**config.mk**
```make
export PLATFORM = sky130hd
export DESIGN_NAME = ttc_sqrt_pipe
export DESIGN_NICKNAME = d
export VERILOG_FILES = /design/src/hw/rtl/ttc_sqrt_pipe.sv
export SDC_FILE = /design/constraint.sdc
export NUM_CORES = 1
export LEC_CHECK = 0
export BUFFER_PORTS_ARGS = -buffer_cell sky130_fd_sc_hd__clkbuf_2
export CAP_MARGIN = 25
export CORE_MARGIN = 2
export CORE_UTILIZATION = 40
export CTS_CLUSTER_DIAMETER = 60
export DETAILED_ROUTE_END_ITERATION = 12
export PLACE_DENSITY = 0.67
export SLEW_MARGIN = 0
export SYNTH_ARGS = -nofsm -noshare
export SYNTH_HDL_FRONTEND = slang
export SYNTH_SLANG_ARGS = --single-unit
```
**constraint.sdc**
```tcl
create_clock -name i_clk -period 2.78 [get_ports i_clk]
set_clock_uncertainty 0.05 [all_clocks]
set_input_delay 0.556 -clock i_clk [delete_from_list [all_inputs] [get_ports i_clk]]
set_output_delay 0.556 -clock i_clk [all_outputs]
set_load 0.01 [all_outputs]
```
**src/hw/rtl/ttc_sqrt_pipe.sv**
```systemverilog
// Pipelined integer square root, one result bit per register stage.
// Generic; carries an opaque side vector alongside the radicand.
`timescale 1ns / 1ps

module ttc_sqrt_pipe #(
    parameter int NW = 34,
    parameter int SW = 1
) (
    input  logic                    i_clk,
    input  logic                    i_rst_n,
    input  logic                    i_en,
    input  logic                    i_vld,
    input  logic [NW-1:0]           i_rad,
    input  logic [SW-1:0]           i_side,
    output logic                    o_vld,
    output logic [(NW+1)/2-1:0]     o_root,
    output logic [SW-1:0]           o_side
);

    localparam int RW = (NW + 1) / 2;
    localparam int VW = 2 * RW;

    logic          r_vld  [RW];
    logic [VW:0]   r_rem  [RW];
    logic [RW-1:0] r_root [RW];
    logic [SW-1:0] r_side [RW];

    genvar j;
    generate
        for (j = 0; j < RW; j++) begin : g_stage
            localparam int K = RW - 1 - j;
            logic          w_vld;
            logic [VW:0]   w_rem;
            logic [RW-1:0] w_root;
            logic [SW-1:0] w_side;
            logic [VW:0]   w_trial;
            logic          w_take;
            logic [VW:0]   n_rem;
            logic [RW-1:0] n_root;

            if (j == 0) begin : g_in
                assign w_vld  = i_vld;
                assign w_rem  = (VW+1)'(i_rad);
                assign w_root = '0;
                assign w_side = i_side;
            end else begin : g_chain
                assign w_vld  = r_vld[j-1];
                assign w_rem  = r_rem[j-1];
                assign w_root = r_root[j-1];
                assign w_side = r_side[j-1];
            end

            // (R + 2^K)^2 - R^2 = R * 2^(K+1) + 2^(2K); R has no bits below K+1.
            assign w_trial = ((VW+1)'(w_root) << (K + 1)) | ((VW+1)'(1) << (2 * K));
            assign w_take  = w_rem >= w_trial;
            assign n_rem   = w_take ? w_rem - w_trial : w_rem;
            assign n_root  = w_take ? (w_root | (RW'(1) << K)) : w_root;

            always_ff @(posedge i_clk) begin
                if (!i_rst_n) begin
                    r_vld[j] <= 1'b0;
                end else if (i_en) begin
                    r_vld[j] <= w_vld;
                end
            end

            always_ff @(posedge i_clk) begin
                if (i_en) begin
                    r_rem[j]  <= n_rem;
                    r_root[j] <= n_root;
                    r_side[j] <= w_side;
                end
            end
        end
    endgenerate

    assign o_vld  = r_vld[RW-1];
    assign o_root = r_root[RW-1];
    assign o_side = r_side[RW-1];

endmodule

```
# Word level (Yosys, flattened, before mapping)
# Memories as Yosys holds them, arrays and structs flattened.
# Cells that the tools add are included.
# totals
elab_cells	111
mem_bits_rw	918
ff_bits	0
mem_count	4
# classes
add_sub_neg	17
n_lt_le_gt_ge	17
bitwise	17
n_mux	56
# memory_table
name	words	word_bits	read_ports	rd_ports_with_merged_regs	write_ports	line	rtl
r_rem	17	35	16	0	17	24	logic [VW:0] r_rem [RW];
r_root	17	17	17	0	17	25	logic [RW-1:0] r_root [RW];
r_side	17	1	17	0	17	26	logic [SW-1:0] r_side [RW];
r_vld	17	1	17	0	17	23	logic r_vld [RW];
# ops
op	count
35-bit 2-to-1 mux	17
35-bit by 18-bit greater-or-equal comparator with 1-bit output	1
35-bit by 19-bit greater-or-equal comparator with 1-bit output	1
35-bit by 20-bit greater-or-equal comparator with 1-bit output	1
35-bit by 21-bit greater-or-equal comparator with 1-bit output	1
35-bit by 22-bit greater-or-equal comparator with 1-bit output	1
35-bit by 23-bit greater-or-equal comparator with 1-bit output	1
35-bit by 24-bit greater-or-equal comparator with 1-bit output	1
35-bit by 25-bit greater-or-equal comparator with 1-bit output	1
35-bit by 26-bit greater-or-equal comparator with 1-bit output	1
35-bit by 27-bit greater-or-equal comparator with 1-bit output	1
35-bit by 28-bit greater-or-equal comparator with 1-bit output	1
35-bit by 29-bit greater-or-equal comparator with 1-bit output	1
35-bit by 30-bit greater-or-equal comparator with 1-bit output	1
35-bit by 31-bit greater-or-equal comparator with 1-bit output	1
35-bit by 32-bit greater-or-equal comparator with 1-bit output	1
35-bit by 33-bit greater-or-equal comparator with 1-bit output	1
34-bit by 33-bit subtractor with 35-bit output, second input constant	1
35-bit by 18-bit subtractor with 35-bit output	1
35-bit by 19-bit subtractor with 35-bit output	1
35-bit by 20-bit subtractor with 35-bit output	1
35-bit by 21-bit subtractor with 35-bit output	1
35-bit by 22-bit subtractor with 35-bit output	1
35-bit by 23-bit subtractor with 35-bit output	1
other kinds (29)	67

# Logic depth before layout (Yosys ltp)
# depth
word_depth	4
mapped_depth	12
mapped_depth_nobuf	10

# Worst setup path after synthesis
# No wires, ideal clock.
# synth_timing
path_type	register to register
startpoint	memory r_rem[0][507] (netlist name)
endpoint	memory r_rem[0][542] (netlist name) (data pin)
slack_ns	-0.106
required_ns	2.470
path_stages_with_launch	9
period_less_slack_ns	2.886
setup_ns	0.260
t_arrival_ns	2.576
cell_sequence	edfxtp_1 ha_1 nand2_1 or4_1 or4_1 and3b_1 and2_4 inv_1 mux2_2
# synth_rtl
element	line
start: declaration	24

==> results.toml <==
[outcome]
status = "finished, violations left"
violations = "negative setup slack"

[setup_path]
critical_path_class = "reg2reg"
startpoint_type = "flop"
cp-end-kind = "flop"
cp_slowest_stage_delay_ps = 470
crit_required_ps = 3110
critPathSlowestCell = "or4b_4"
crit_fanout = 3
worstPathArrival_ps = 3230
crit_path_frequent_cell = "nor4_4"
critical_path.cell_chain = "ha_1, or4b_4, nor4_4, buf_4, a211oi_4, and3_2, or3b_4, nor4_4, xor2_1"

[floorplanning]
dieArea_sq_um = 89900
io_pins = 58
dieWidth_um = 300
die_height_um = 300
coreArea_sq_um = 86800
fp-row-count = 108
initial_core_util = 0.403

[logic_synthesis]
synth_cells = 2678
syn_area_sq_um = 35000
ys_warn_count = 0
synth_area_per_cell_sq_um = 13.1
synth-async-reset-ratio = 0
ys_dominant_reg_cell = "edfxtp_1"
ys_ff_latch = 747
syn_nets = 2883
synthDistinctLibCells = 82
synth-edff-count = 746
seq_area_frac_synth = 0.641

[placed_design]
port_buffers = 57
dp_hpwl_um = 49100
gp_routability_congestion = 0.939

[sta]
period_minus_slack_ps = 2900
drv_slew = 0
hold_ws_ps = 48.7
worst_slew_pin_slew_ps = 743
finalSetupViolCount = 19
grt_setup_unrepaired = "true"
finalWorstSetupSlack_ps = -123
post-route-period-util = 1.04
maxSlewHeadroom = 0.505
clock.fmax_ghz = 0.344
hold_viol = 0

[pwr]
combPwrFrac = 0.179
ir_worst_vdd_uv = 632
p_clk_frac = 0.342
p_total_w = 0.0307
power.internal_w = 0.0227
p_sw_frac = 0.262
p_leak_nw = 16.8
p_per_area_nw_per_um2 = 700
p_seq_frac = 0.480
p_sw_w = 0.00804

[final_layout]
n_fill_cell = 7253
synthToLayoutAreaGrowth_pct = 25.5
layout_common_cells = "746 x edfxtp_1, 352 x buf_4, 202 x inv_1"
layout-drive-gt1-share = 0.242
ff_latch_area_sq_um = 22400
final_common_cell = "edfxtp_1"
fin_nets = 3388
n_antenna_cell = 0
multi_input_area_sq_um = 12900

[min_path]
min_path_type = "in2reg"

[clock_network]
clock_latency_ps = 660
cts_tree = "yes"
cts_made_buffers = 81
clock_sink_count = 747
cts_max_path_buffers = 3
cts_max_level = 3
root_buffer = "clkbuf_16"
path_clk_slew_ps = 60

[drt]
via_count = 22300
wirelength_um = 69300
drt_iter0_drc = 1048
first_pass_iters = 6
route.detailed.drc = 0
wire_per_inst_um = 15.7
drtAntennaViolNets = 0
viasPerCell = 5.07

[grt]
grt_pass1_wl_um = 110000
antenna_found_initial = 0
grt_max_degree = 121
grt.overflow.total = 0
first_global_vias = 22800
grt_use_total = 0.152

[run]
max_cap_viol_count = 0
repair_timing:
action | 4_1_cts | 5_1_grt
buffers inserted | 11 | 22
gates resized for setup | 95 | 177
pin swaps | 25 | 59
gates cloned | 0 | 3
endpoints found under the hold margin | 32 | 0
hold buffers | 32 | 0
setup endpoints to repair | 155 | 192
state kept, by name, summed over array words and instances, names as in the netlist:
name and flops:
r_root 153, r_side 17, r_rem 560, r_vld 17
power groups by stage:
stage	clock network, W	logic (W)	registers (W)
final	0.0105	0.00549	0.0147
after detailed placement	0	0.00490	0.0149
after global routing	0.0112	0.00608	0.0149
after CTS	0.0107	0.00516	0.0147
after floorplan	0	0.00308	0.0147
after global placement	0	0.00479	0.0149
worst max-delay path: cells and delay by family, from the launching register on:
kind | cells | cell delay, ps
buf+inv | 1 | 190
fa+ha+maj | 1 | 300
simple gates | 5 | 1540
flops | 1 | 400
compound gates | 1 | 70
xor+xnor | 1 | 90
metal layers:
layer	global-route usage	wire (um)
met4	0.0706	3130
met2	0.307	39300
met5	0	0
met1	0.147	24800
met3	0.0256	2030
area by class of cell:
type | instances | area share
Multi-Input combinational cell | 1681 | 0.295
Clock buffer | 106 | 0.0490
Inverter | 210 | 0.0181
Sequential cell | 747 | 0.511
Clock inverter | 42 | 0.0116
Timing Repair Buffer | 462 | 0.0831
Tap cell | 1155 | 0.0329
Yosys cell counts, types with 5 or more instances:
cell,instances,area (sq um)
buf_6,5,56.3
a21oi_1,117,586
ha_1,166,2080
nor3b_1,6,45.0
nand2b_1,32,200
and4b_1,6,60.1
inv_1,209,785
a21o_1,39,293
o211ai_1,18,135
nor3_1,94,470
o21bai_1,8,60.1
mux2i_1,11,110
a31o_2,5,43.8
nand3_1,46,230
nand4_1,39,244
a31oi_1,11,68.8
or2_2,18,113
or4_1,18,135
o21a_1,37,278
clkbuf_1,21,78.8
nor4bb_1,6,60.1
o31ai_1,20,150
nor2_1,150,563
a211oi_1,12,90.1
mux2_2,14,158
o21ai_0,126,631
buf_2,7,35.0
nor4b_1,16,140
or4b_2,6,60.1
nor4_1,76,475
nor2b_1,23,144
edfxtp_1,746,22400
or3_1,38,238
a2111oi_0,7,61.3
nand4b_1,9,78.8
nand3b_1,14,105
a21boi_0,10,75.1
xnor2_1,119,1040
and2_1,11,68.8
nand2_1,157,589
and3_1,22,138
xor2_1,113,990
per-stage QoR:
| stage | utilization | cells | cell area [sq um] | TNS, ps | worst slack [ps] |
|---|---|---|---|---|---|
| 2_1_floorplan | - | 2678 | 35000 | 0 | 32.8 |
| 5_1_grt | 0.506 | 4403 | 43900 | -3910 | -234 |
| 4_1_cts | 0.494 | 4379 | 42800 | -96.6 | -26.3 |
| 3_3_place_gp | 0.452 | 4190 | 39300 | -13440 | -549 |
| 3_5_place_dp | 0.452 | 4190 | 39300 | -18380 | -693 |
| 6_report | 0.506 | 4403 | 43900 | -1290 | -123 |
kinds of logic after synthesis:
group,Yosys count,synth area share
AND/OR/NAND/NOR,801,0.123
flip-flops,747,0.641
AO/OA/AOI/OAI,455,0.0821
buffers and inverters,250,0.0286
XOR/XNOR,232,0.0581
adder cells (fa/ha/maj),166,0.0594
multiplexers,26,0.00797
other,1,0.000107
worst paths after layout:
check | end | cells past startpoint | slack [ps] | from
max | r_rem[0][484] | 9 | -120 | r_rem[0][432]
min reg2reg | r_side[0][4] | 0 | 370 | r_side[0][3]
max reg2reg | r_rem[0][484] | 9 | -120 | r_rem[0][432]
min | r_rem[0][26] | 1 | 50 | i_rad[26]
No activity file was read; power rests on OpenSTA's default activity.
