==> src/hw/rtl/ttc_div_pipe.sv <==
// Pipelined restoring divider: an input register, then one quotient bit per register stage.
// Generic; flags quotients that do not fit in QW bits and carries a side vector.
`timescale 1ns / 1ps

module ttc_div_pipe #(
    parameter int NW = 32,
    parameter int DW = 16,
    parameter int QW = 16,
    parameter int SW = 1
) (
    input  logic          i_clk,
    input  logic          i_rst_n,
    input  logic          i_en,
    input  logic          i_vld,
    input  logic [NW-1:0] i_num,
    input  logic [DW-1:0] i_den,
    input  logic [SW-1:0] i_side,
    output logic          o_vld,
    output logic [QW-1:0] o_quo,
    output logic          o_ovf,
    output logic [SW-1:0] o_side
);

    localparam int W = (NW > DW + QW) ? NW : DW + QW;

    logic          r_vld  [QW+1];
    logic [W-1:0]  r_rem  [QW+1];
    logic [DW-1:0] r_den  [QW+1];
    logic [QW-1:0] r_quo  [QW+1];
    logic          r_ovf  [QW+1];
    logic [SW-1:0] r_side [QW+1];

    logic n_ovf;

    // A zero divisor with a nonzero dividend counts as overflow.
    assign n_ovf = ((W+1)'(i_num) >= ((W+1)'(i_den) << QW)) && (i_num != '0);

    always_ff @(posedge i_clk) begin
        if (!i_rst_n) begin
            r_vld[0] <= 1'b0;
        end else if (i_en) begin
            r_vld[0] <= i_vld;
        end
    end

    always_ff @(posedge i_clk) begin
        if (i_en) begin
            r_rem[0]  <= W'(i_num);
            r_den[0]  <= i_den;
            r_quo[0]  <= '0;
            r_ovf[0]  <= n_ovf;
            r_side[0] <= i_side;
        end
    end

    genvar j;
    generate
        for (j = 0; j < QW; j++) begin : g_stage
            localparam int I = QW - 1 - j;
            logic [W-1:0]  n_sub;
            logic          n_take;
            logic [W-1:0]  n_rem;
            logic [QW-1:0] n_quo;

            assign n_sub  = W'(r_den[j]) << I;
            assign n_take = (r_rem[j] >= n_sub) && (r_den[j] != '0);
            assign n_rem  = n_take ? r_rem[j] - n_sub : r_rem[j];
            assign n_quo  = n_take ? (r_quo[j] | (QW'(1) << I)) : r_quo[j];

            always_ff @(posedge i_clk) begin
                if (!i_rst_n) begin
                    r_vld[j+1] <= 1'b0;
                end else if (i_en) begin
                    r_vld[j+1] <= r_vld[j];
                end
            end

            always_ff @(posedge i_clk) begin
                if (i_en) begin
                    r_rem[j+1]  <= n_rem;
                    r_den[j+1]  <= r_den[j];
                    r_quo[j+1]  <= n_quo;
                    r_ovf[j+1]  <= r_ovf[j];
                    r_side[j+1] <= r_side[j];
                end
            end
        end
    endgenerate

    assign o_vld  = r_vld[QW];
    assign o_quo  = r_quo[QW];
    assign o_ovf  = r_ovf[QW];
    assign o_side = r_side[QW];

endmodule

==> config.mk <==
export PLATFORM = sky130hd
export DESIGN_NAME = ttc_div_pipe
export DESIGN_NICKNAME = d
export VERILOG_FILES = /design/src/hw/rtl/ttc_div_pipe.sv
export SDC_FILE = /design/constraint.sdc
export NUM_CORES = 2
export LEC_CHECK = 0
export ABC_AREA = 1
export ABC_CLOCK_PERIOD_IN_PS = 3200
export BUFFER_PORTS_ARGS = -buffer_cell sky130_fd_sc_hd__buf_2
export CORE_ASPECT_RATIO = 1.5
export CORE_MARGIN = 8
export CORE_UTILIZATION = 63
export DETAILED_ROUTE_END_ITERATION = 16
export PLACE_DENSITY = 0.9
export SLEW_MARGIN = 20
export SYNTH_ARGS = -nofsm -noshare
export SYNTH_HDL_FRONTEND = slang
export SYNTH_SLANG_ARGS = --single-unit
==> constraint.sdc <==
create_clock -name i_clk -period 3.2 [get_ports i_clk]
set_input_delay 0.32 -clock i_clk [delete_from_list [all_inputs] [get_ports i_clk]]
set_output_delay 0.32 -clock i_clk [all_outputs]
set_load 0.01 [all_outputs]
Word-level counts from Yosys, hierarchy flattened
Memory sizes are Yosys's and may differ from the RTL's.
Cells that the tools add are included.
- register bits: 0
- bits in latches: 0
- RAM bits: 1139
- ROM bits: 0
- output and inout bits: 19
- memories: 6
- $add $sub $neg: 16
- $mul: 0
- divide/modulo/power cells: 0
- $lt $le $gt $ge: 17
- equal/unequal tests: 0
- shift operators: 0
- mux-type cells: 54
- bitwise gates (word level): 17
- reductions and logical operators: 34
- memories (memory ; words ; bits a word ; rd ports ; clocked after Yosys merged registers in ; write ports ; RTL line ; RTL):
    r_rem ; 17 ; 32 ; 16 ; 0 ; 17 ; 27 ; logic [W-1:0] r_rem [QW+1];
    r_den ; 17 ; 16 ; 16 ; 0 ; 17 ; 28 ; logic [DW-1:0] r_den [QW+1];
    r_quo ; 17 ; 16 ; 17 ; 0 ; 17 ; 29 ; logic [QW-1:0] r_quo [QW+1];
    r_ovf ; 17 ; 1 ; 17 ; 0 ; 17 ; 30 ; logic r_ovf [QW+1];
    r_side ; 17 ; 1 ; 17 ; 0 ; 17 ; 31 ; logic [SW-1:0] r_side [QW+1];
    r_vld ; 17 ; 1 ; 17 ; 0 ; 17 ; 26 ; logic r_vld [QW+1];
- operators with widths (operator ; number):
    32-bit two-way mux ; 16
    16-bit nonzero test ; 16
    32-bit by 16-bit >= comparator with 1-bit output ; 1
    32-bit by 17-bit >= comparator with 1-bit output ; 1
    32-bit by 18-bit >= comparator with 1-bit output ; 1
    32-bit by 19-bit >= comparator with 1-bit output ; 1
    32-bit by 20-bit >= comparator with 1-bit output ; 1
    32-bit by 21-bit >= comparator with 1-bit output ; 1
    32-bit by 22-bit >= comparator with 1-bit output ; 1
    32-bit by 23-bit >= comparator with 1-bit output ; 1
    32-bit by 24-bit >= comparator with 1-bit output ; 1
    32-bit by 25-bit >= comparator with 1-bit output ; 1
    32-bit by 26-bit >= comparator with 1-bit output ; 1
    32-bit by 27-bit >= comparator with 1-bit output ; 1
    32-bit by 28-bit >= comparator with 1-bit output ; 1
    32-bit by 29-bit >= comparator with 1-bit output ; 1
    32-bit by 30-bit >= comparator with 1-bit output ; 1
    32-bit by 31-bit >= comparator with 1-bit output ; 1
    32-bit >= comparator ; 1
    32-bit nonzero test ; 1
    32-bit by 16-bit subtractor with 32-bit output ; 1
    32-bit by 17-bit subtractor with 32-bit output ; 1
    32-bit by 18-bit subtractor with 32-bit output ; 1
    32-bit by 19-bit subtractor with 32-bit output ; 1
    30 further kinds ; 84

Depth between registers and ports, before layout
- word-level depth: 4
- depth in mapped cells: 18
- depth with buffers taken out: 16

Worst setup path before layout
No wires, ideal clock.
- path type: flip-flop to flip-flop
- start: mem r_rem[0][170] (netlist name)
- end: mem r_rem[0][203] (netlist name), data pin
- library setup time: 0.252 ns
- arrival: 1.972 ns
- data required time: 2.948 ns
- setup slack: 0.975 ns
- stages on the path, launching flop included: 16
- period minus slack after synthesis: 2.225 ns
- cell sequence: edfxtp_1 inv_1 ha_1 inv_1 fa_1 nand3_1 nand3_1 a21oi_1 nand2_1 nand2_1 nand3_1 nand2_2 inv_1 buf_4 nand2_1 nand2_1
- RTL lines (element ; RTL line):
    from (decl) ; 27

==> flow_summary.toml <==
[outcome]
status = "finished clean"

[drt]
drc = 0
wl_per_cell_um = 21.46
drt_iter0_drc = 3944
first_pass_iters = 7
ant_nets = 0
viasPerCell = 5.760
vias = 47388
routed_wl_mm = 176.6

[critical_path]
worstPathMaxFanout = 32
r2r_slack_ns = 0.05
worstRegToRegCells = 6
slowest_stage = "nor4_1"
worstReg2RegEnd = "r_rem[0][174]"
arrival_ns = 3.58
endpoint_kind = "flip-flop"
slowest_delay_ns = 0.89
reg2reg_from = "r_den[0][76]"
crit_type = "reg -> reg"
start_kind = "flip-flop"
path_cells = "nor4_1, nand4_1, nand2_2, buf_12, nand2_1, o21ai_1"
crit_required_ns = 3.63

[placement]
place.port_buffers = 71
place_inst = 8010
gp_congestion = 1.059
post-place-ws_ns = 0.2855
dpl.hpwl_mm = 134.6

[clocking]
cts.sinks = 955
cts_root_buf = "clkbuf_16"
clk_pin_slew_worst_paths_ns = 0.07
cts_buffer_depth = 3
cts_buffers = 88
post_cts_buffers = 0
clock_latency_ns = 0.74
cts_tree = "built"
cts.htree.levels = 3

[floorplanning]
num_rows = 134
dieArea_um2 = 99800
die_y_um = 382.9
initial_core_util_pct = 63.52
pin_count = 72
die_x_um = 260.6
fp.coreArea_um2 = 89030

[yosys]
synth_edf_count = 954
synth_nets = 7122
yosys_register_bits = 955
synth_flop_cell = "edfxtp_1"
synth_area_leaders = "edfxtp_1, nand2_1, inv_1"
synth_most_common_cell = "nand2_1"
synth.distinct_cells = 46
synth_area_um2 = 56550
avgSynthCellArea_um2 = 8.338
synth.top_cells.by_count = "nand2_1, inv_1, edfxtp_1"
synth.top_cell.area_share_pct = 50.66
ys_seq_area_share_pct = 50.69
yosysTopAreaCell = "edfxtp_1"
ys.warnings.count = 0
syn_inst = 6782
synth_async_sr_flop_share_pct = 0

[grt]
use_met3_pct = 7.449
grt_pass1_wl_mm = 266.2
grt.busiest_layer = "met2"
grt_usage_pct = 35.46
overflow = 0
grt_antenna_before_repair = 4
grt_pass1_vias = 48677
grt_util_met1_pct = 30.15
grt_use_met2_pct = 64.79
grt_max_degree = 139

[hold_path]
min_from = "i_en"
whs_path_depth = 1
hold_class = "in -> reg"
hold_path_end = "r_rem[0][155]"

[sta]
rsz0062_at_grt = "false"
period_minus_slack_ns = 3.147
setup_viol = 0
max_freq_ghz = 0.3178
skew_ns = 0.05367
fin_ws_ns = 0.05326
maxSlewHeadroom_pct = 31.81
timing.final.crit_share_pct = 98.34
worst_pin_slew_ns = 1.014
slew_violations = 0
fin_tns_setup_ns = 0
timing.final.hold_violations = 0

[cells_and_area]
drive_gt1_share_pct = 5.559
syn2layout_area_growth_pct = 9.808
nNetsFinal = 7335
finalNonFillerCells = 8227

[pwr]
peakVddDrop_uv = 555.0
power_uw = 49770
power_density_nw_per_um2 = 801.5
leakagePower_uw = 0.02809

[flow_run]
cap_violations = 0
-- metal layers --
metal  wire [um]  part of all wire, %
met2       90420                   51
met1       52130                   30
met3       11160                  6.3
met5          21                0.012
met4       22840                   13
-- metrics by stage --
stage	hold WS (ns)	instance area [um^2]	utilization, %
finish	0.07323	62100	69.75
global route	0.07782	62090	69.74
detailed placement	0.4045	58480	65.69
CTS	0.06727	62080	69.73
global placement	0.4002	58480	65.69
floorplan	0.4003	56550	-
-- layout make-up --
class | instances | area (um^2)
clock buffer | 106 | 2270
sequential | 955 | 28670
fill | 6874 | 26930
clock inverter | 58 | 817.0
inverter | 1056 | 3971
antenna | 2 | 5.005
multi-input combinational | 4708 | 23440
timing repair buffer | 186 | 1481
tap | 1156 | 1446
-- critical path, delay by kind of cell, from the launching register on --
kind                   cells  cell delay [ns]
buffers and inverters      1             0.21
AOI/OAI and AO/OA          1             0.38
and+or+nand+nor            4             1.84
DFF                        1             0.43
-- timing repair --
item | 4_1_cts | 5_1_grt
hold endpoints to repair | 51 | 0
hold buffers | 51 | 0
setup endpoints to repair | 0 | 27
gates resized for setup | 0 | 3
-- flip-flops by register name (all words and copies together) (netlist names) --
name	count
r_den	256
r_side	17
r_ovf	17
r_vld	17
r_quo	136
r_rem	512
-- logic make-up (layout without fill, tap and decap cells) --
group,after synthesis,in the layout,synth area share [%]
DFF,955,955,50.69
buffers and inverters,1119,1406,7.879
adders and majority gates,287,287,6.549
and+or+nand+nor,3832,3832,28.20
xor gates and xnor gates,164,164,2.540
AOI/OAI and AO/OA,425,425,4.137
other,0,2,0
-- cell usage in the layout (no fill, tap or decap), types with 12 or more instances in the layout --
cell type      instances
a21o_1                16
a21oi_1              164
and2_1                12
buf_2                 70
buf_4                 54
bufinv_16             14
clkbuf_1              18
clkbuf_16             88
clkinv_2              17
dlygate4sd3_1         51
edfxtp_1             954
fa_1                  15
ha_1                 272
inv_1               1040
inv_2                 13
nand2_1             2474
nand2_2               19
nand3_1              367
nand3b_1              53
nand4_1              126
nor2_1               596
nor2_2                22
nor3_1                69
nor4_1                52
o21ai_0              108
o21ai_1               84
o21ai_2               28
o21bai_1              14
xnor2_1              111
xor2_1                53
-- worst max path at each step --
stage,start,end,slack [ns],cells past startpoint
final,r_den[0][76],r_rem[0][174],0.05,6
after CTS,r_den[0][176],r_rem[0][406],0.24,14
after floorplan,r_rem[0][170],r_rem[0][203],0.98,15
after global placement,r_den[0][176],r_rem[0][395],0.26,12
after detailed placement,r_den[0][176],r_rem[0][395],0.29,12
after global routing,r_den[0][131],r_rem[0][306],0.01,14
-- where the power goes --
group / switching (uW) / internal (uW)
Sequential: 2140 / 16900
Combinational: 12900 / 6500
Clock: 4980 / 6300
(Power assumes the default switching activity.)
